### config.mk
export PLATFORM = sky130hd
export DESIGN_NAME = dot_terminated_line_deframer_top
export DESIGN_NICKNAME = d
export VERILOG_FILES = /design/src/dtld_pkg.sv /design/src/dtld_front.sv /design/src/dtld_queue.sv /design/src/dtld_back.sv /design/src/dot_terminated_line_deframer_top.sv
export SDC_FILE = /design/constraint.sdc
export NUM_CORES = 1
export LEC_CHECK = 0
export BUFFER_PORTS_ARGS = -buffer_cell sky130_fd_sc_hd__buf_2
export CAP_MARGIN = 10
export CORE_ASPECT_RATIO = 0.75
export CORE_MARGIN = 2
export CORE_UTILIZATION = 50
export DETAILED_ROUTE_END_ITERATION = 8
export PLACE_DENSITY_LB_ADDON = 0.05
export SLEW_MARGIN = 20
export SYNTH_ARGS = -nofsm -noshare
export SYNTH_HDL_FRONTEND = slang
export SYNTH_SLANG_ARGS = --single-unit
export TNS_END_PERCENT = 100
### constraint.sdc
create_clock -name clk -period 23.5 [get_ports clk]
set_clock_uncertainty 0.2 [all_clocks]
set_input_delay 5.875 -clock clk [delete_from_list [all_inputs] [get_ports clk]]
set_output_delay 5.875 -clock clk [all_outputs]
set_load 0.01 [all_outputs]
### src/dtld_pkg.sv
`default_nettype none
package dtld_pkg;

  localparam int MAX_LINE_CAPACITY = 4096;
  localparam int CAP_W             = 13;
  localparam int LIMIT_W           = 32;
  localparam int TOTAL_W           = 33;
  localparam int CFG_ADDR_W        = 2;
  localparam int CFG_DATA_W        = 32;
  localparam int MAX_RES           = 3;
  localparam int RES_IDX_W         = 2;
  localparam int QDEPTH            = 2;
  localparam int QPTR_W            = $clog2(QDEPTH);
  localparam int QCNT_W            = $clog2(QDEPTH + 1);

  localparam logic [CAP_W-1:0]   MAX_CAP       = CAP_W'(MAX_LINE_CAPACITY);
  localparam logic [CAP_W-1:0]   CAP_RESET     = 13'd4096;
  localparam logic [LIMIT_W-1:0] LIMIT_RESET   = 32'd1048576;
  localparam logic [TOTAL_W-1:0] TOTAL_TOP     = {TOTAL_W{1'b1}};

  localparam logic [7:0] CH_LF  = 8'h0A;
  localparam logic [7:0] CH_CR  = 8'h0D;
  localparam logic [7:0] CH_DOT = 8'h2E;

  localparam logic [CFG_ADDR_W-1:0] REG_LINE_CAPACITY  = 2'd0;
  localparam logic [CFG_ADDR_W-1:0] REG_RESPONSE_LIMIT = 2'd1;
  localparam logic [CFG_ADDR_W-1:0] REG_UNSTUFF_ENABLE = 2'd2;

  typedef enum logic [1:0] {
    MODE_DATA = 2'd0,
    MODE_END  = 2'd1,
    MODE_FAIL = 2'd2,
    MODE_RSVD = 2'd3
  } mode_t;

  typedef enum logic [2:0] {
    ST_IN_LINE   = 3'd0,
    ST_LINE_DONE = 3'd1,
    ST_TERM      = 3'd2,
    ST_ENDED     = 3'd3,
    ST_CEILING   = 3'd4,
    ST_FAILED    = 3'd5
  } status_t;

  typedef enum logic [4:0] {
    PH_OPEN    = 5'b00001,
    PH_TERM    = 5'b00010,
    PH_ENDED   = 5'b00100,
    PH_CEILING = 5'b01000,
    PH_FAILED  = 5'b10000
  } phase_t;

  typedef struct packed {
    logic [7:0] data;
    logic       valid;
    status_t    status;
  } res_t;

  typedef struct packed {
    logic [RES_IDX_W-1:0] cnt_m1;
    logic                 trunc;
    res_t [MAX_RES-1:0]   res;
  } bundle_t;

  function automatic status_t phase_status(phase_t ph);
    status_t s;
    unique case (ph)
      PH_TERM:    s = ST_TERM;
      PH_ENDED:   s = ST_ENDED;
      PH_CEILING: s = ST_CEILING;
      PH_FAILED:  s = ST_FAILED;
      default:    s = ST_IN_LINE;
    endcase
    return s;
  endfunction

endpackage
`default_nettype wire

### src/dtld_front.sv
`default_nettype none
module dtld_front (
  input  wire logic                               clk,
  input  wire logic                               rst_n,
  input  wire logic                               cfg_we,
  input  wire logic [dtld_pkg::CFG_ADDR_W-1:0]    cfg_addr,
  input  wire logic [dtld_pkg::CFG_DATA_W-1:0]    cfg_wdata,
  input  wire logic                               in_tvalid,
  output logic                                    in_tready,
  input  wire logic [7:0]                         in_tdata,
  input  wire logic [1:0]                         in_tuser,
  input  wire logic                               q_full,
  output logic                                    q_push,
  output dtld_pkg::bundle_t                       q_wdata
);
  import dtld_pkg::*;

  logic [CAP_W-1:0]   cap_r;
  logic [LIMIT_W-1:0] limit_r;
  logic               unstuff_r;

  logic               hp_r, hp_nxt;
  logic               hr_r, hr_nxt;
  logic [CAP_W-1:0]   kept_r, kept_nxt;
  logic               begun_r, begun_nxt;
  logic               ovf_r, ovf_nxt;
  logic [TOTAL_W-1:0] total_r, total_nxt;
  logic               trunc_r, trunc_nxt;
  phase_t             ph_r, ph_nxt;

  logic               accept;
  logic [CAP_W-1:0]   eff_cap;
  logic [RES_IDX_W-1:0] k;
  res_t [MAX_RES-1:0] res;
  mode_t              mode;
  logic [7:0]         c;

  assign mode      = mode_t'(in_tuser);
  assign c         = in_tdata;
  assign in_tready = !q_full;
  assign accept    = in_tvalid && in_tready;

  always_comb begin
    if (cap_r == '0) begin
      eff_cap = CAP_W'(1);
    end else if (cap_r > MAX_CAP) begin
      eff_cap = MAX_CAP;
    end else begin
      eff_cap = cap_r;
    end
  end

  always_comb begin
    hp_nxt    = hp_r;
    hr_nxt    = hr_r;
    kept_nxt  = kept_r;
    begun_nxt = begun_r;
    ovf_nxt   = ovf_r;
    total_nxt = total_r;
    trunc_nxt = trunc_r;
    ph_nxt    = ph_r;
    k         = '0;
    res       = '0;
    if (ph_r != PH_OPEN) begin
      res[k] = '{data: 8'h00, valid: 1'b0, status: phase_status(ph_r)};
      k = k + 1'b1;
    end else begin
      unique case (mode)
        MODE_DATA: begin
          if (total_r != TOTAL_TOP) begin
            total_nxt = total_r + 1'b1;
          end
          begun_nxt = 1'b1;
          if (c == CH_LF) begin
            if (ovf_r) begin
              trunc_nxt = 1'b1;
            end
            if (hp_r) begin
              ph_nxt = PH_TERM;
              res[k] = '{data: 8'h00, valid: 1'b0, status: ST_TERM};
            end else begin
              res[k] = '{data: 8'h00, valid: 1'b0, status: ST_LINE_DONE};
            end
            k = k + 1'b1;
            hp_nxt    = 1'b0;
            hr_nxt    = 1'b0;
            kept_nxt  = '0;
            begun_nxt = 1'b0;
            ovf_nxt   = 1'b0;
          end else begin
            if ((kept_r + 1'b1) < eff_cap) begin
              kept_nxt = kept_r + 1'b1;
              if (kept_r == '0 && c == CH_DOT) begin
                hp_nxt = 1'b1;
              end else if (hp_r && !hr_r && c == CH_DOT && unstuff_r) begin
                hp_nxt = 1'b0;
                res[k] = '{data: CH_DOT, valid: 1'b1, status: ST_IN_LINE};
                k = k + 1'b1;
              end else if (hp_r && !hr_r && c == CH_CR) begin
                hr_nxt = 1'b1;
              end else begin
                if (hp_r) begin
                  hp_nxt = 1'b0;
                  res[k] = '{data: CH_DOT, valid: 1'b1, status: ST_IN_LINE};
                  k = k + 1'b1;
                end
                if (hr_r) begin
                  hr_nxt = 1'b0;
                  res[k] = '{data: CH_CR, valid: 1'b1, status: ST_IN_LINE};
                  k = k + 1'b1;
                end
                if (c == CH_CR) begin
                  hr_nxt = 1'b1;
                end else begin
                  res[k] = '{data: c, valid: 1'b1, status: ST_IN_LINE};
                  k = k + 1'b1;
                end
              end
            end else begin
              ovf_nxt = 1'b1;
            end
            // ceiling: flush whatever is held, raw
            if (total_nxt > {1'b0, limit_r}) begin
              trunc_nxt = 1'b1;
              ph_nxt    = PH_CEILING;
              if (hp_nxt) begin
                res[k] = '{data: CH_DOT, valid: 1'b1, status: ST_IN_LINE};
                k = k + 1'b1;
              end
              if (hr_nxt) begin
                res[k] = '{data: CH_CR, valid: 1'b1, status: ST_IN_LINE};
                k = k + 1'b1;
              end
              if (k != '0) begin
                res[k - 1'b1].status = ST_CEILING;
              end else begin
                res[k] = '{data: 8'h00, valid: 1'b0, status: ST_CEILING};
                k = k + 1'b1;
              end
              hp_nxt    = 1'b0;
              hr_nxt    = 1'b0;
              kept_nxt  = '0;
              begun_nxt = 1'b0;
              ovf_nxt   = 1'b0;
            end
          end
        end
        MODE_END: begin
          if (begun_r) begin
            if (ovf_r) begin
              trunc_nxt = 1'b1;
            end
            if (hp_r) begin
              ph_nxt = PH_TERM;
              res[k] = '{data: 8'h00, valid: 1'b0, status: ST_TERM};
            end else begin
              res[k] = '{data: 8'h00, valid: 1'b0, status: ST_LINE_DONE};
            end
            k = k + 1'b1;
          end
          if (!(begun_r && hp_r)) begin
            ph_nxt = PH_ENDED;
            res[k] = '{data: 8'h00, valid: 1'b0, status: ST_ENDED};
            k = k + 1'b1;
          end
          hp_nxt    = 1'b0;
          hr_nxt    = 1'b0;
          kept_nxt  = '0;
          begun_nxt = 1'b0;
          ovf_nxt   = 1'b0;
        end
        MODE_FAIL: begin
          hp_nxt    = 1'b0;
          hr_nxt    = 1'b0;
          kept_nxt  = '0;
          begun_nxt = 1'b0;
          ovf_nxt   = 1'b0;
          ph_nxt    = PH_FAILED;
          res[k] = '{data: 8'h00, valid: 1'b0, status: ST_FAILED};
          k = k + 1'b1;
        end
        MODE_RSVD: begin
        end
      endcase
    end
  end

  assign q_push  = accept && (k != '0);
  assign q_wdata = '{cnt_m1: k - 1'b1, trunc: trunc_nxt, res: res};

  always_ff @(posedge clk) begin
    if (!rst_n) begin
      cap_r     <= CAP_RESET;
      limit_r   <= LIMIT_RESET;
      unstuff_r <= 1'b1;
    end else if (cfg_we) begin
      unique case (cfg_addr)
        REG_LINE_CAPACITY:  cap_r     <= cfg_wdata[CAP_W-1:0];
        REG_RESPONSE_LIMIT: limit_r   <= cfg_wdata[LIMIT_W-1:0];
        REG_UNSTUFF_ENABLE: unstuff_r <= cfg_wdata[0];
        default: begin
        end
      endcase
    end
  end

  always_ff @(posedge clk) begin
    if (!rst_n) begin
      hp_r    <= 1'b0;
      hr_r    <= 1'b0;
      kept_r  <= '0;
      begun_r <= 1'b0;
      ovf_r   <= 1'b0;
      total_r <= '0;
      trunc_r <= 1'b0;
      ph_r    <= PH_OPEN;
    end else if (accept) begin
      hp_r    <= hp_nxt;
      hr_r    <= hr_nxt;
      kept_r  <= kept_nxt;
      begun_r <= begun_nxt;
      ovf_r   <= ovf_nxt;
      total_r <= total_nxt;
      trunc_r <= trunc_nxt;
      ph_r    <= ph_nxt;
    end
  end

  a_closed_single: assert property (@(posedge clk) disable iff (!rst_n)
    (accept && ph_r != PH_OPEN) |-> (q_push && q_wdata.cnt_m1 == '0))
    else $error("closed stream item must give one result");

  a_trunc_sticky: assert property (@(posedge clk) disable iff (!rst_n)
    $past(trunc_r) |-> trunc_r)
    else $error("truncated flag cleared");

  a_closed_frozen: assert property (@(posedge clk) disable iff (!rst_n)
    (accept && ph_r != PH_OPEN) |=> ($stable(total_r) && $stable(ph_r)))
    else $error("closed stream changed state");

endmodule
`default_nettype wire

### src/dtld_queue.sv
`default_nettype none
module dtld_queue (
  input  wire logic              clk,
  input  wire logic              rst_n,
  input  wire logic              push,
  input  wire dtld_pkg::bundle_t wdata,
  output logic                   full,
  output logic                   nonempty,
  input  wire logic              pop,
  output dtld_pkg::bundle_t      rdata
);
  import dtld_pkg::*;

  bundle_t             q_r [QDEPTH];
  logic [QPTR_W-1:0]   wr_r, wr_nxt;
  logic [QPTR_W-1:0]   rd_r, rd_nxt;
  logic [QCNT_W-1:0]   cnt_r, cnt_nxt;
  logic                do_push, do_pop;

  assign full     = (cnt_r == QCNT_W'(QDEPTH));
  assign nonempty = (cnt_r != '0);
  assign rdata    = q_r[rd_r];
  assign do_push  = push && !full;
  assign do_pop   = pop && nonempty;

  always_comb begin
    wr_nxt  = wr_r;
    rd_nxt  = rd_r;
    cnt_nxt = cnt_r;
    if (do_push) begin
      wr_nxt = (wr_r == QPTR_W'(QDEPTH - 1)) ? '0 : wr_r + 1'b1;
    end
    if (do_pop) begin
      rd_nxt = (rd_r == QPTR_W'(QDEPTH - 1)) ? '0 : rd_r + 1'b1;
    end
    if (do_push && !do_pop) begin
      cnt_nxt = cnt_r + 1'b1;
    end else if (do_pop && !do_push) begin
      cnt_nxt = cnt_r - 1'b1;
    end
  end

  always_ff @(posedge clk) begin
    if (do_push) begin
      q_r[wr_r] <= wdata;
    end
  end

  always_ff @(posedge clk) begin
    if (!rst_n) begin
      wr_r  <= '0;
      rd_r  <= '0;
      cnt_r <= '0;
    end else begin
      wr_r  <= wr_nxt;
      rd_r  <= rd_nxt;
      cnt_r <= cnt_nxt;
    end
  end

  a_cnt_bound: assert property (@(posedge clk) disable iff (!rst_n)
    cnt_r <= QCNT_W'(QDEPTH))
    else $error("queue count overflow");

  a_no_push_full: assert property (@(posedge clk) disable iff (!rst_n)
    full |-> !push)
    else $error("push into full queue");

  a_ptr_match: assert property (@(posedge clk) disable iff (!rst_n)
    (cnt_r == '0 || cnt_r == QCNT_W'(QDEPTH)) |-> (wr_r == rd_r))
    else $error("queue pointers out of step");

endmodule
`default_nettype wire

### src/dtld_back.sv
`default_nettype none
module dtld_back (
  input  wire logic              clk,
  input  wire logic              rst_n,
  input  wire logic              q_nonempty,
  input  wire dtld_pkg::bundle_t q_rdata,
  output logic                   q_pop,
  output logic                   out_tvalid,
  input  wire logic              out_tready,
  output logic [7:0]             out_tdata,
  output logic [4:0]             out_tuser,
  output logic                   out_tlast
);
  import dtld_pkg::*;

  logic [RES_IDX_W-1:0] idx_r, idx_nxt;
  res_t                 cur;
  logic                 fire;

  assign cur        = q_rdata.res[idx_r];
  assign out_tvalid = q_nonempty;
  assign out_tdata  = cur.data;
  assign out_tuser  = {q_rdata.trunc, cur.status, cur.valid};
  assign out_tlast  = (idx_r == q_rdata.cnt_m1);
  assign fire       = out_tvalid && out_tready;
  assign q_pop      = fire && out_tlast;

  always_comb begin
    idx_nxt = idx_r;
    if (fire) begin
      idx_nxt = out_tlast ? '0 : idx_r + 1'b1;
    end
  end

  always_ff @(posedge clk) begin
    if (!rst_n) begin
      idx_r <= '0;
    end else begin
      idx_r <= idx_nxt;
    end
  end

  a_idx_in_bundle: assert property (@(posedge clk) disable iff (!rst_n)
    q_nonempty |-> (idx_r <= q_rdata.cnt_m1))
    else $error("result index past bundle");

  a_idx_idle: assert property (@(posedge clk) disable iff (!rst_n)
    !q_nonempty |-> (idx_r == '0))
    else $error("result index not cleared");

endmodule
`default_nettype wire

### src/dot_terminated_line_deframer_top.sv
// channel | dir | tdata                  | tuser                                  | tlast
// in      | in  | [7:0] data_byte        | [1:0] mode                             | -
// out     | out | [7:0] out_byte         | [0] byte_valid [3:1] status [4] trunc  | last
// cfg     | in  | cfg_addr = reg index, cfg_wdata = value, written when cfg_we is high
//
// One input item accepted per cycle while the two-entry result queue has room.
// Each item yields 0 to 3 results, sent one per cycle; the output port sets the rate.
// Each item's results are held in the result queue before they reach the output.
// rst_n is synchronous, active low; registers return to their reset values.
// Input and output stall independently through the queue.
`default_nettype none
module dot_terminated_line_deframer_top (
  input  wire logic                            clk,
  input  wire logic                            rst_n,
  input  wire logic                            cfg_we,
  input  wire logic [dtld_pkg::CFG_ADDR_W-1:0] cfg_addr,
  input  wire logic [dtld_pkg::CFG_DATA_W-1:0] cfg_wdata,
  input  wire logic                            in_tvalid,
  output logic                                 in_tready,
  input  wire logic [7:0]                      in_tdata,   // [7:0] data_byte
  input  wire logic [1:0]                      in_tuser,   // [1:0] mode
  output logic                                 out_tvalid,
  input  wire logic                            out_tready,
  output logic [7:0]                           out_tdata,  // [7:0] out_byte
  output logic [4:0]                           out_tuser,  // [0] byte_valid [3:1] status [4] truncated
  output logic                                 out_tlast
);
  import dtld_pkg::*;

  logic    q_push, q_full, q_nonempty, q_pop;
  bundle_t q_wdata, q_rdata;

  dtld_front u_front (
    .clk       (clk),
    .rst_n     (rst_n),
    .cfg_we    (cfg_we),
    .cfg_addr  (cfg_addr),
    .cfg_wdata (cfg_wdata),
    .in_tvalid (in_tvalid),
    .in_tready (in_tready),
    .in_tdata  (in_tdata),
    .in_tuser  (in_tuser),
    .q_full    (q_full),
    .q_push    (q_push),
    .q_wdata   (q_wdata)
  );

  dtld_queue u_queue (
    .clk      (clk),
    .rst_n    (rst_n),
    .push     (q_push),
    .wdata    (q_wdata),
    .full     (q_full),
    .nonempty (q_nonempty),
    .pop      (q_pop),
    .rdata    (q_rdata)
  );

  dtld_back u_back (
    .clk        (clk),
    .rst_n      (rst_n),
    .q_nonempty (q_nonempty),
    .q_rdata    (q_rdata),
    .q_pop      (q_pop),
    .out_tvalid (out_tvalid),
    .out_tready (out_tready),
    .out_tdata  (out_tdata),
    .out_tuser  (out_tuser),
    .out_tlast  (out_tlast)
  );

endmodule
`default_nettype wire

==> results of run 1 <==
[cell usage after synthesis (all sizes together) (32+ instances only)]
cell type / n / area (um2)
nand2: 189 / 709
dfxtp: 109 / 2180
edfxtp: 72 / 2160
ha: 68 / 851
inv: 67 / 251
nor2: 60 / 225
a21boi: 55 / 413
clkbuf: 49 / 184
xnor2: 45 / 394
nand3: 44 / 225
a21oi: 42 / 210
o21ai: 42 / 210
and2: 32 / 200
[routing by layer]
| metal | vias up | track usage | wire length [um] | share of wire |
|---|---|---|---|---|
| met1 | 3983 | 0.401 | 14400 | 0.55 |
| met2 | 231 | 0.308 | 9660 | 0.37 |
| met5 | - | 0 | 0 | 0 |
| met4 | 0 | 0.0638 | 303 | 0.012 |
| met3 | 23 | 0.0403 | 1580 | 0.061 |
| li1 | 4198 | - | - | - |
[worst reg2reg max path: stages, from the launching register on]
cell and delay [ns]:
sky130_fd_sc_hd__dfxtp_1 0.44, sky130_fd_sc_hd__ha_1 0.30, sky130_fd_sc_hd__and3_1 0.20, sky130_fd_sc_hd__and3_1 0.29, sky130_fd_sc_hd__and3_1 0.21, sky130_fd_sc_hd__and3_1 0.17, sky130_fd_sc_hd__xor2_1 0.19, sky130_fd_sc_hd__ha_1 0.27
sky130_fd_sc_hd__nand4_1 0.15, sky130_fd_sc_hd__nor3_1 0.09, sky130_fd_sc_hd__nor3_1 0.29, sky130_fd_sc_hd__o21ai_1 0.27, sky130_fd_sc_hd__or3_1 0.50, sky130_fd_sc_hd__ha_1 0.31, sky130_fd_sc_hd__o2bb2ai_1 0.19, sky130_fd_sc_hd__inv_1 0.11
sky130_fd_sc_hd__ha_1 0.31, sky130_fd_sc_hd__nand2_1 0.07, sky130_fd_sc_hd__o21a_1 0.18, sky130_fd_sc_hd__inv_1 0.08, sky130_fd_sc_hd__ha_1 0.29, sky130_fd_sc_hd__or3_1 0.41, sky130_fd_sc_hd__a32oi_1 0.26, sky130_fd_sc_hd__ha_1 0.25
sky130_fd_sc_hd__nor2_1 0.09, sky130_fd_sc_hd__ha_1 0.32, sky130_fd_sc_hd__or3_1 0.39, sky130_fd_sc_hd__a21boi_0 0.17
[sequential cells by signal, summed over array words and instances, names as in the netlist, 2 cells and up, named ones only]
signal,cells
u_front.cap_r,13
u_front.limit_r,32
u_front.total_r,33
u_queue.q_r,72
u_queue.cnt_r,2
u_front.kept_r,13
u_back.idx_r,2
u_front.ph_r,5
[cell families (layout without fill, tap and decap cells)]
logic type	Yosys count	after routing
xor gates and xnor gates	72	72
and+or+nand+nor	479	479
muxes	29	29
buffers and inverters	126	175
AOI/OAI and AO/OA	215	215
adders and majority gates	69	69
DFF	181	181
[power groups by stage]
stage	Clock [mW]	Combinational [mW]	Sequential, mW
2_1_floorplan	0	0.0929	0.365
3_3_place_gp	0	0.131	0.371
3_5_place_dp	0	0.132	0.371
4_1_cts	0.309	0.133	0.364
5_1_grt	0.320	0.146	0.367
6_report	0.304	0.132	0.364
[metrics by stage]
stage,worst slack [ns],hold slack [ns]
global route,11.64,0.282
global placement,11.92,0.245
finish,12.15,0.267
CTS,12.24,0.270
detailed placement,11.80,0.254
floorplan,10.81,0.232
[layout by cell type, fill, tap and decap left out, types with 6 or more instances in the layout]
cell / netlist / layout
sky130_fd_sc_hd__nand2_1: 189 / 189
sky130_fd_sc_hd__nor2_1: 60 / 60
sky130_fd_sc_hd__xnor2_1: 45 / 45
sky130_fd_sc_hd__dfxtp_1: 109 / 109
sky130_fd_sc_hd__and2_1: 32 / 32
sky130_fd_sc_hd__a21o_1: 7 / 7
sky130_fd_sc_hd__a21oi_1: 42 / 42
sky130_fd_sc_hd__nor4_1: 13 / 13
sky130_fd_sc_hd__clkbuf_16: 0 / 17
sky130_fd_sc_hd__nor2b_1: 13 / 13
sky130_fd_sc_hd__or3_1: 16 / 16
sky130_fd_sc_hd__mux2i_1: 15 / 15
sky130_fd_sc_hd__nand4_1: 22 / 22
sky130_fd_sc_hd__mux4_2: 10 / 10
sky130_fd_sc_hd__inv_1: 66 / 66
sky130_fd_sc_hd__o22ai_1: 11 / 11
sky130_fd_sc_hd__nor3_1: 26 / 25
sky130_fd_sc_hd__o31ai_1: 10 / 10
sky130_fd_sc_hd__a21boi_0: 54 / 54
sky130_fd_sc_hd__edfxtp_1: 72 / 72
sky130_fd_sc_hd__o21a_1: 11 / 11
sky130_fd_sc_hd__xor2_1: 27 / 27
sky130_fd_sc_hd__or2_2: 6 / 6
sky130_fd_sc_hd__nand2b_1: 11 / 11
sky130_fd_sc_hd__and3_1: 23 / 23
sky130_fd_sc_hd__nand3_1: 43 / 43
sky130_fd_sc_hd__ha_1: 68 / 68
sky130_fd_sc_hd__o21ai_0: 41 / 41
sky130_fd_sc_hd__buf_4: 2 / 12
sky130_fd_sc_hd__buf_2: 5 / 64
[path summary, 6_finish.rpt]
kind / from / to / slack (ns) / cells after the start
hold reg to reg: u_front.limit_r[11] / u_front.limit_r[11] / 0.27 / 2
setup / recovery: in_tdata[7] / u_queue.cnt_r[1] / 12.15 / 21
setup reg to reg: u_front.kept_r[0] / u_queue.cnt_r[1] / 16.43 / 27
hold / removal: u_front.limit_r[11] / u_front.limit_r[11] / 0.27 / 2
[area by class of cell]
type                    instances  area (um2)
fillers                      1872        8740
multi-input cells             864        5700
flip-flops and latches        181        4340
clock buffers                  17         425
repair buffers                 76         410
well taps                     282         353
inverters                      67         251
clock inverters                15         210
==> flow_summary.ini, run 1 <==
[logic_synthesis]
number_of_flops_mapped_to_enable_cells_by_yosys = 72
number_of_cells_produced_by_synthesis = 1171
synth.cell_area_um2 = 10500
synthAdderAreaFrac = 0.0827
ys_types = 67
yosys_warnings = 0
async_reset_ff_frac = 0
area_share_of_and_or_nand_nor_cells_after_synthesis = 0.224
synth-xor-area-share = 0.0599
number_of_register_bits_inferred_by_synthesis = 181
ys.flop_type = sky130_fd_sc_hd__dfxtp_1
syn_area_per_cell_um2 = 8.99
synth.net_count = 1289
synth_sequential_area_ratio = 0.413
muxShareOfSynthArea = 0.0399
synth-compound-area-share = 0.135
combinational_family_with_the_most_area_after_synthesis = simple AND/OR/NAND/NOR gates

[die]
dieWidth_um = 172
placementRows = 45
design.portCount = 65
start_util = 0.515
die_h_um = 130
placeableCoreArea_um2 = 20400
die-area_um2 = 22200

[timing]
post-route-min-period_ns = 11.35
achievable-frequency_ghz = 0.0881
slew_viol_final = 0
report.final.setup_viol = 0
finalSetupTns_ns = 0
finalHoldViolations = 0
worstMarginPinSlew_ns = 0.877
post-route-period-util = 0.483
maxSlewHeadroom = 0.416
grt_setup_unrepaired = no

[pwr]
power.ir.vdd_worst_mv = 0.0370
seq_power_share = 0.455
sw_frac_of_total = 0.298
power.leakage_nw = 4.49
p_switching_mw = 0.238
power_frac_clock = 0.380
share_comb_of_total_power = 0.165
cell_internal_pwr_mw = 0.562
cell_area_power_density_nw_per_um2 = 68.5
totalPowerFinal_mw = 0.801

[detailed_routing]
starting_drc_count_in_detailed_routing = 611
detailedRoute.firstPassIterationCount = 5
wl_per_cell_um = 17.2
route.vias.total = 8435
via_per_inst = 5.62
drt_wl_total_um = 25900
antenna_nets_post_route = 0
drc = 0

[critical_path]
cp_top_family = simple AND/OR/NAND/NOR gates
crit_chain = buf_2, nor4b_1, nand4_1, fa_1, a21oi_1, or3_1, ha_1, o2bb2ai_1, inv_1, ha_1, nand2_1, o21a_1, inv_1, ha_1, or3_1, a32oi_1, ha_1, nor2_1, ha_1, or3_1, a21boi_0
worst-endpoint-arrival_ns = 11.52
setup.worst_path.class = in2reg
path_max_fanout = 11
crit_required_ns = 23.67
top_cell_by_count_worst_path = sky130_fd_sc_hd__ha_1
cp_num_buf_inv = 3
worst_setup_path_end_kind = register
critical-path-max-stage-delay_ns = 0.65
cp_slowest_cell = sky130_fd_sc_hd__fa_1
cp-start-kind = input port

[final_layout]
layout.core_utilization = 0.572
layout.cell_area.non_filler_um2 = 11700
num-nets-final = 1325
fin_cells = 1502
area_growth_pct = 11.1
final_layout_size_suffix_gt1_frac = 0.112
ant_cells = 0

[min_path]
hold_path.class = reg2reg

[placed_design]
detailedPlacementHpwl_um = 18900
placement.io_buffers = 64
number_of_placed_instances_taps_included = 1470
placedInstanceArea_um2 = 11100
routabilityCongestion = 0.885

[cts]
hold_buffers = 0
cts-htree-levels = 4
max-clock-path-buffers = 2
clock_sinks = 181
cts-buffers-inserted = 17
post_cts_resize_count = 0
clk-insertion-delay-late_ns = 0.45
worst_setup_hold_path_clk_slew_ns = 0.08
clock_tree_from_tritoncts = done
root_buffer = sky130_fd_sc_hd__clkbuf_16
post_cts_setup_repair_bufs = 0

[grt]
grt_start_max_net_pins = 101
global_route_total_usage_across_every_layer = 0.240
grt_remaining_overflow = 0
grt_pass1_vias = 7523
number_of_antenna_violations_at_the_first_check_in_global_routing = 0
grt_pass1_wl_um = 41000

[run]
max_cap_viol_count = 0

[outcome]
outcome = complete, no violations
Power figures use the tool's default switching activity.
==> run 2: changes to the inputs <==
--- a/config.mk
+++ b/config.mk
@@ -5,6 +5,7 @@
 export SDC_FILE = /design/constraint.sdc
 export NUM_CORES = 1
 export LEC_CHECK = 0
+export ABC_AREA = 1
 export BUFFER_PORTS_ARGS = -buffer_cell sky130_fd_sc_hd__buf_2
 export CAP_MARGIN = 10
 export CORE_ASPECT_RATIO = 0.75
==> constraint.sdc (replaced) <==
create_clock -name clk -period 10.1 [get_ports clk]
set_clock_uncertainty 0.2 [all_clocks]
set_input_delay 2.525 -clock clk [delete_from_list [all_inputs] [get_ports clk]]
set_output_delay 2.525 -clock clk [all_outputs]
set_load 0.01 [all_outputs]
==> flow_summary.ini, run 2 <==
[pwr]
cell_area_power_density_nw_per_um2 = 236
totalPowerFinal_mw = 2.81
power.leakage_nw = 5.28
power.ir.vdd_worst_mv = 0.169

[run]
max_cap_viol_count = 0

[logic_synthesis]
synth.net_count = 1524
number_of_cells_produced_by_synthesis = 1406
number_of_register_bits_inferred_by_synthesis = 181
ys.flop_type = sky130_fd_sc_hd__dfxtp_1
yosys.cell_count.top_type = sky130_fd_sc_hd__nand2_1
synth.cell_area_um2 = 10700
netlist.top_cell.by_area = sky130_fd_sc_hd__dfxtp_1
synthTopCellsByCount = 211 x sky130_fd_sc_hd__nand2_1, 195 x sky130_fd_sc_hd__inv_1, 175 x sky130_fd_sc_hd__nor2_1, 153 x sky130_fd_sc_hd__o21ai_0, 116 x sky130_fd_sc_hd__a21oi_1
async_reset_ff_frac = 0
number_of_flops_mapped_to_enable_cells_by_yosys = 72
yosys.area.top_type_share = 0.204
synth_sequential_area_ratio = 0.407
ys_types = 52
synth.area.top_cells = sky130_fd_sc_hd__dfxtp_1 20%, sky130_fd_sc_hd__edfxtp_1 20%, sky130_fd_sc_hd__ha_1 8.0%
syn_area_per_cell_um2 = 7.60
yosys_warnings = 0

[timing]
achievable-frequency_ghz = 0.133
grt_setup_unrepaired = no
maxSlewHeadroom = 0.317
worst_hold_slack_ns = 0.264
post-route-period-util = 0.742
worst_slack_ns = 2.60
report.final.setup_viol = 0
worstMarginPinSlew_ns = 1.02
post-route-min-period_ns = 7.50
finalHoldViolations = 0
finalSetupTns_ns = 0
slew_viol_final = 0

[cts]
post_cts_setup_repair_bufs = 0
cts-htree-levels = 4
clock_sinks = 181
hold_buffers = 0
clk-insertion-delay-late_ns = 0.44
cts-buffers-inserted = 17
clock_tree_from_tritoncts = done
max-clock-path-buffers = 2
root_buffer = sky130_fd_sc_hd__clkbuf_16
post_cts_resize_count = 0
worst_setup_hold_path_clk_slew_ns = 0.08

[final_layout]
largest_register_ff_count = 72
ant_cells = 0
final_layout_size_suffix_gt1_frac = 0.111
layout.cell_area.non_filler_um2 = 11900
num-nets-final = 1573
most_common_cell_after_layout_fill_and_taps_aside = sky130_fd_sc_hd__nand2_1
multi_input_area_um2 = 5390
number_of_fillers_in_the_final_layout = 2034
most_frequent_cells_in_the_layout = 211 x sky130_fd_sc_hd__nand2_1, 195 x sky130_fd_sc_hd__inv_1, 173 x sky130_fd_sc_hd__nor2_1, 153 x sky130_fd_sc_hd__o21ai_0, 116 x sky130_fd_sc_hd__a21oi_1
largest-register = u_queue.q_r
register_area_um2 = 4340
layout_top_registers = u_queue.q_r (72), u_front.total_r (33), u_front.limit_r (32)
area_growth_pct = 11.4

[grt]
grt_remaining_overflow = 0
grt_pass1_wl_um = 44400
grt_pass1_vias = 8307
number_of_antenna_violations_at_the_first_check_in_global_routing = 0
global_route_total_usage_across_every_layer = 0.249
grt_start_max_net_pins = 69

[critical_path]
worst-endpoint-arrival_ns = 7.35
cp_num_buf_inv = 6
top_cell_by_count_worst_path = sky130_fd_sc_hd__nand2_1
worst_setup_path_end_kind = register
cp-start-kind = input port
cp_slowest_cell = sky130_fd_sc_hd__nor2_4
reg2regPathDepth = 33
crit_required_ns = 9.95
setup.worst_path.class = in2reg
cp_top_family = simple AND/OR/NAND/NOR gates
timing.critical_path.depth = 28
critical-path-max-stage-delay_ns = 0.79
path_max_fanout = 36

[die]
design.portCount = 65
placementRows = 46
die_h_um = 131
start_util = 0.507
placeableCoreArea_um2 = 21100
dieWidth_um = 173
die-area_um2 = 22600

[detailed_routing]
drt_wl_total_um = 27400
drc = 0
via_per_inst = 5.27
wl_per_cell_um = 15.6
route.vias.total = 9258
antenna_nets_post_route = 0
detailedRoute.firstPassIterationCount = 5
starting_drc_count_in_detailed_routing = 703

[placed_design]
routabilityCongestion = 0.899
placedInstanceArea_um2 = 11200
placement.io_buffers = 64
dpl_worst_slack_ns = 2.11
detailedPlacementHpwl_um = 20200

[outcome]
outcome = complete, no violations

[min_path]
hold_path.class = reg2reg
hold_depth = 2
run 2: cell types whose count changed in the layout (fill, tap and decap cells not counted), moves of 16 or more:
cell	before	now
sky130_fd_sc_hd__inv_1	66	195
sky130_fd_sc_hd__nor2_1	60	173
sky130_fd_sc_hd__o21ai_0	41	153
sky130_fd_sc_hd__a21oi_1	42	116
sky130_fd_sc_hd__a21boi_0	54	0
sky130_fd_sc_hd__xnor2_1	45	5
sky130_fd_sc_hd__and2_1	32	0
sky130_fd_sc_hd__and3_1	23	1
sky130_fd_sc_hd__nand2_1	189	211
sky130_fd_sc_hd__or3_1	16	0
run 2: tightest hold or removal path, cell delays in order (launching register included):
cell	delay, ns
sky130_fd_sc_hd__dfxtp_1	0.30
sky130_fd_sc_hd__inv_1	0.06
sky130_fd_sc_hd__a21oi_1	0.06
run 2: metrics by stage:
step / instances / util
2_1_floorplan: 1406 / -
3_3_place_gp: 1723 / 0.534
3_5_place_dp: 1723 / 0.534
4_1_cts: 1755 / 0.564
5_1_grt: 1756 / 0.565
6_report: 1756 / 0.565
run 2: metal layers:
layer  part of all wire  track usage  vias up
met5                  0            0        -
met4             0.0061       0.0434        0
met3              0.062       0.0443       14
met2               0.40        0.359      251
met1               0.53        0.389     4233
li1                   -            -     4760
run 2: kinds of logic after synthesis:
logic type | count (synthesis) | share of synthesized area
xor+xnor | 38 | 0.0312
fa+ha+maj | 69 | 0.0815
simple gates | 550 | 0.235
buf+inv | 251 | 0.0906
flops | 181 | 0.407
compound gates | 317 | 0.156
run 2: final timing paths:
path,start,slack (ns),end
worst max-delay path,in_tdata[4],2.60,u_queue.q_r[0][33]
worst min-delay path,u_front.limit_r[2],0.26,u_front.limit_r[2]
worst max register to register,u_front.kept_r[0],3.29,u_queue.q_r[0][33]
worst min register to register,u_front.limit_r[2],0.26,u_front.limit_r[2]
run 2: final cells by class:
| type | count | share of cell area |
|---|---|---|
| Clock buffer | 17 | 0.0357 |
| Clock inverter | 15 | 0.0174 |
| Inverter | 210 | 0.0662 |
| Multi-Input combinational cell | 974 | 0.452 |
| Sequential cell | 181 | 0.365 |
| Tap cell | 288 | 0.0303 |
| Timing Repair Buffer | 71 | 0.0330 |
run 2: power breakdown:
part	internal (mW)	switching [mW]	total [mW]
Sequential	0.907	0.0838	0.991
Clock	0.345	0.356	0.701
Combinational	0.362	0.752	1.11
Total	1.61	1.19	2.81
==> run 3: changes to the inputs <==
==> constraint.sdc (replaced) <==
create_clock -name clk -period 6.08 [get_ports clk]
set_clock_uncertainty 0.2 [all_clocks]
set_input_delay 1.52 -clock clk [delete_from_list [all_inputs] [get_ports clk]]
set_output_delay 1.52 -clock clk [all_outputs]
set_load 0.01 [all_outputs]
==> flow_summary.ini, run 3 (synthesis gave the netlist of run 2 again) <==
[outcome]
outcome = complete, no violations

[placed_design]
dpl_worst_slack_ns = 0.123
placement.io_buffers = 64
routabilityCongestion = 0.926
number_of_placed_instances_taps_included = 1737
detailedPlacementHpwl_um = 20600

[die]
die-area_um2 = 22600
start_util = 0.507
die_h_um = 131
placeableCoreArea_um2 = 21100
placementRows = 46
design.portCount = 65
dieWidth_um = 173

[timing]
maxSlewHeadroom = 0.373
post-route-period-util = 0.924
finalHoldViolations = 0
report.final.setup_viol = 0
slew_viol_final = 0
grt_setup_unrepaired = no
worst_slack_ns = 0.460
post-route-min-period_ns = 5.62
worst_hold_slack_ns = 0.266
worstMarginPinSlew_ns = 0.931
achievable-frequency_ghz = 0.178

[final_layout]
layout.core_utilization = 0.575
ant_cells = 0
largest-register = u_queue.q_r
most_frequent_cells_in_the_layout = 211 x sky130_fd_sc_hd__nand2_1, 195 x sky130_fd_sc_hd__inv_1, 172 x sky130_fd_sc_hd__nor2_1, 149 x sky130_fd_sc_hd__o21ai_0, 116 x sky130_fd_sc_hd__a21oi_1
final_layout_size_suffix_gt1_frac = 0.128
most_common_cell_after_layout_fill_and_taps_aside = sky130_fd_sc_hd__nand2_1
layout_top_registers = u_queue.q_r (72), u_front.total_r (33), u_front.limit_r (32)
area_growth_pct = 13.3
fin_cells = 1771
largest_register_ff_count = 72
num-nets-final = 1588

[grt]
global_route_total_usage_across_every_layer = 0.250
number_of_antenna_violations_at_the_first_check_in_global_routing = 0
grt_remaining_overflow = 0
grt_start_max_net_pins = 69
grt_pass1_vias = 8475
grt_pass1_wl_um = 44400

[cts]
max-clock-path-buffers = 2
clock_sinks = 181
cts-buffers-inserted = 17
clk-insertion-delay-late_ns = 0.44
root_buffer = sky130_fd_sc_hd__clkbuf_16
cts-htree-levels = 4
worst_setup_hold_path_clk_slew_ns = 0.08
clock_tree_from_tritoncts = done

[detailed_routing]
highest-signal-layer = met4
drc = 0
drt_wl_total_um = 27600
antenna_nets_post_route = 0
wl_per_cell_um = 15.6
route.vias.total = 9367
detailedRoute.firstPassIterationCount = 5
via_per_inst = 5.29
route.layer.met1.wl_um = 14200
dr_wl_met2_um = 11300
detailroute.wirelength.met3_um = 1860
starting_drc_count_in_detailed_routing = 697

[critical_path]
setup.worst_path.class = reg2reg
cp_num_buf_inv = 7
worst-endpoint-arrival_ns = 5.54
worst_setup_path_end_kind = register
top_cell_by_count_worst_path = sky130_fd_sc_hd__nand2_1
crit_required_ns = 6.00
path_max_fanout = 37
cp_top_family = simple AND/OR/NAND/NOR gates
critical-path-max-stage-delay_ns = 0.36
cp-start-kind = register
cp_slowest_cell = sky130_fd_sc_hd__dfxtp_2

[min_path]
hold_path.class = reg2reg

[pwr]
totalPowerFinal_mw = 4.77
power.leakage_nw = 5.39
cell_area_power_density_nw_per_um2 = 394
power.ir.vdd_worst_mv = 0.236

[run]
max_cap_viol_count = 0
-- run 3: timing repair --
item                                    4_1_cts  5_1_grt
buffers inserted                              0        2
hold buffers                                  0        0
resized for setup                             0       18
endpoints found under the setup margin        0       75
-- run 3: worst register-to-register path, delay by kind of cell, from the launching register on --
kind,cells,cell delay (ns)
flops,1,0.36
compound gates,4,0.62
xor+xnor,1,0.18
simple gates,15,1.67
fa+ha+maj,6,1.44
buf+inv,7,0.81
-- run 3: where the power goes --
group	internal, mW	switching [mW]	total (mW)
clock network	0.574	0.583	1.16
logic	0.679	1.28	1.95
registers	1.51	0.153	1.66
total	2.76	2.01	4.77
-- run 3: through the flow --
stage | setup TNS (ns) | instance area (um2)
2_1_floorplan | -26.43 | 10700
3_3_place_gp | 0 | 11400
3_5_place_dp | 0 | 11400
4_1_cts | 0 | 12000
5_1_grt | 0 | 12100
6_report | 0 | 12100
-- run 3: path summary, 6_finish.rpt --
| kind | end | slack (ns) | from | depth (start not counted) |
|---|---|---|---|---|
| min | u_front.limit_r[26] | 0.27 | u_front.limit_r[26] | 2 |
| max reg2reg | u_queue.q_r[1][17] | 0.46 | u_front.kept_r[0] | 33 |
| max | u_queue.q_r[1][17] | 0.46 | u_front.kept_r[0] | 33 |
| min reg2reg | u_front.limit_r[26] | 0.27 | u_front.limit_r[26] | 2 |
-- run 3: per-layer routing --
layer / up-vias / global-route usage
met1: 4299 / 0.381
met3: 24 / 0.0498
met5: - / 0
met2: 255 / 0.363
li1: 4789 / -
met4: 0 / 0.0613
-- run 3: cell type report --
| type | instances | area (um2) |
|---|---|---|
| Clock buffer | 17 | 425 |
| Clock inverter | 15 | 208 |
| Fill cell | 2041 | 8960 |
| Inverter | 210 | 788 |
| Multi-Input combinational cell | 974 | 5450 |
| Sequential cell | 181 | 4350 |
| Tap cell | 288 | 360 |
| Timing Repair Buffer | 86 | 523 |
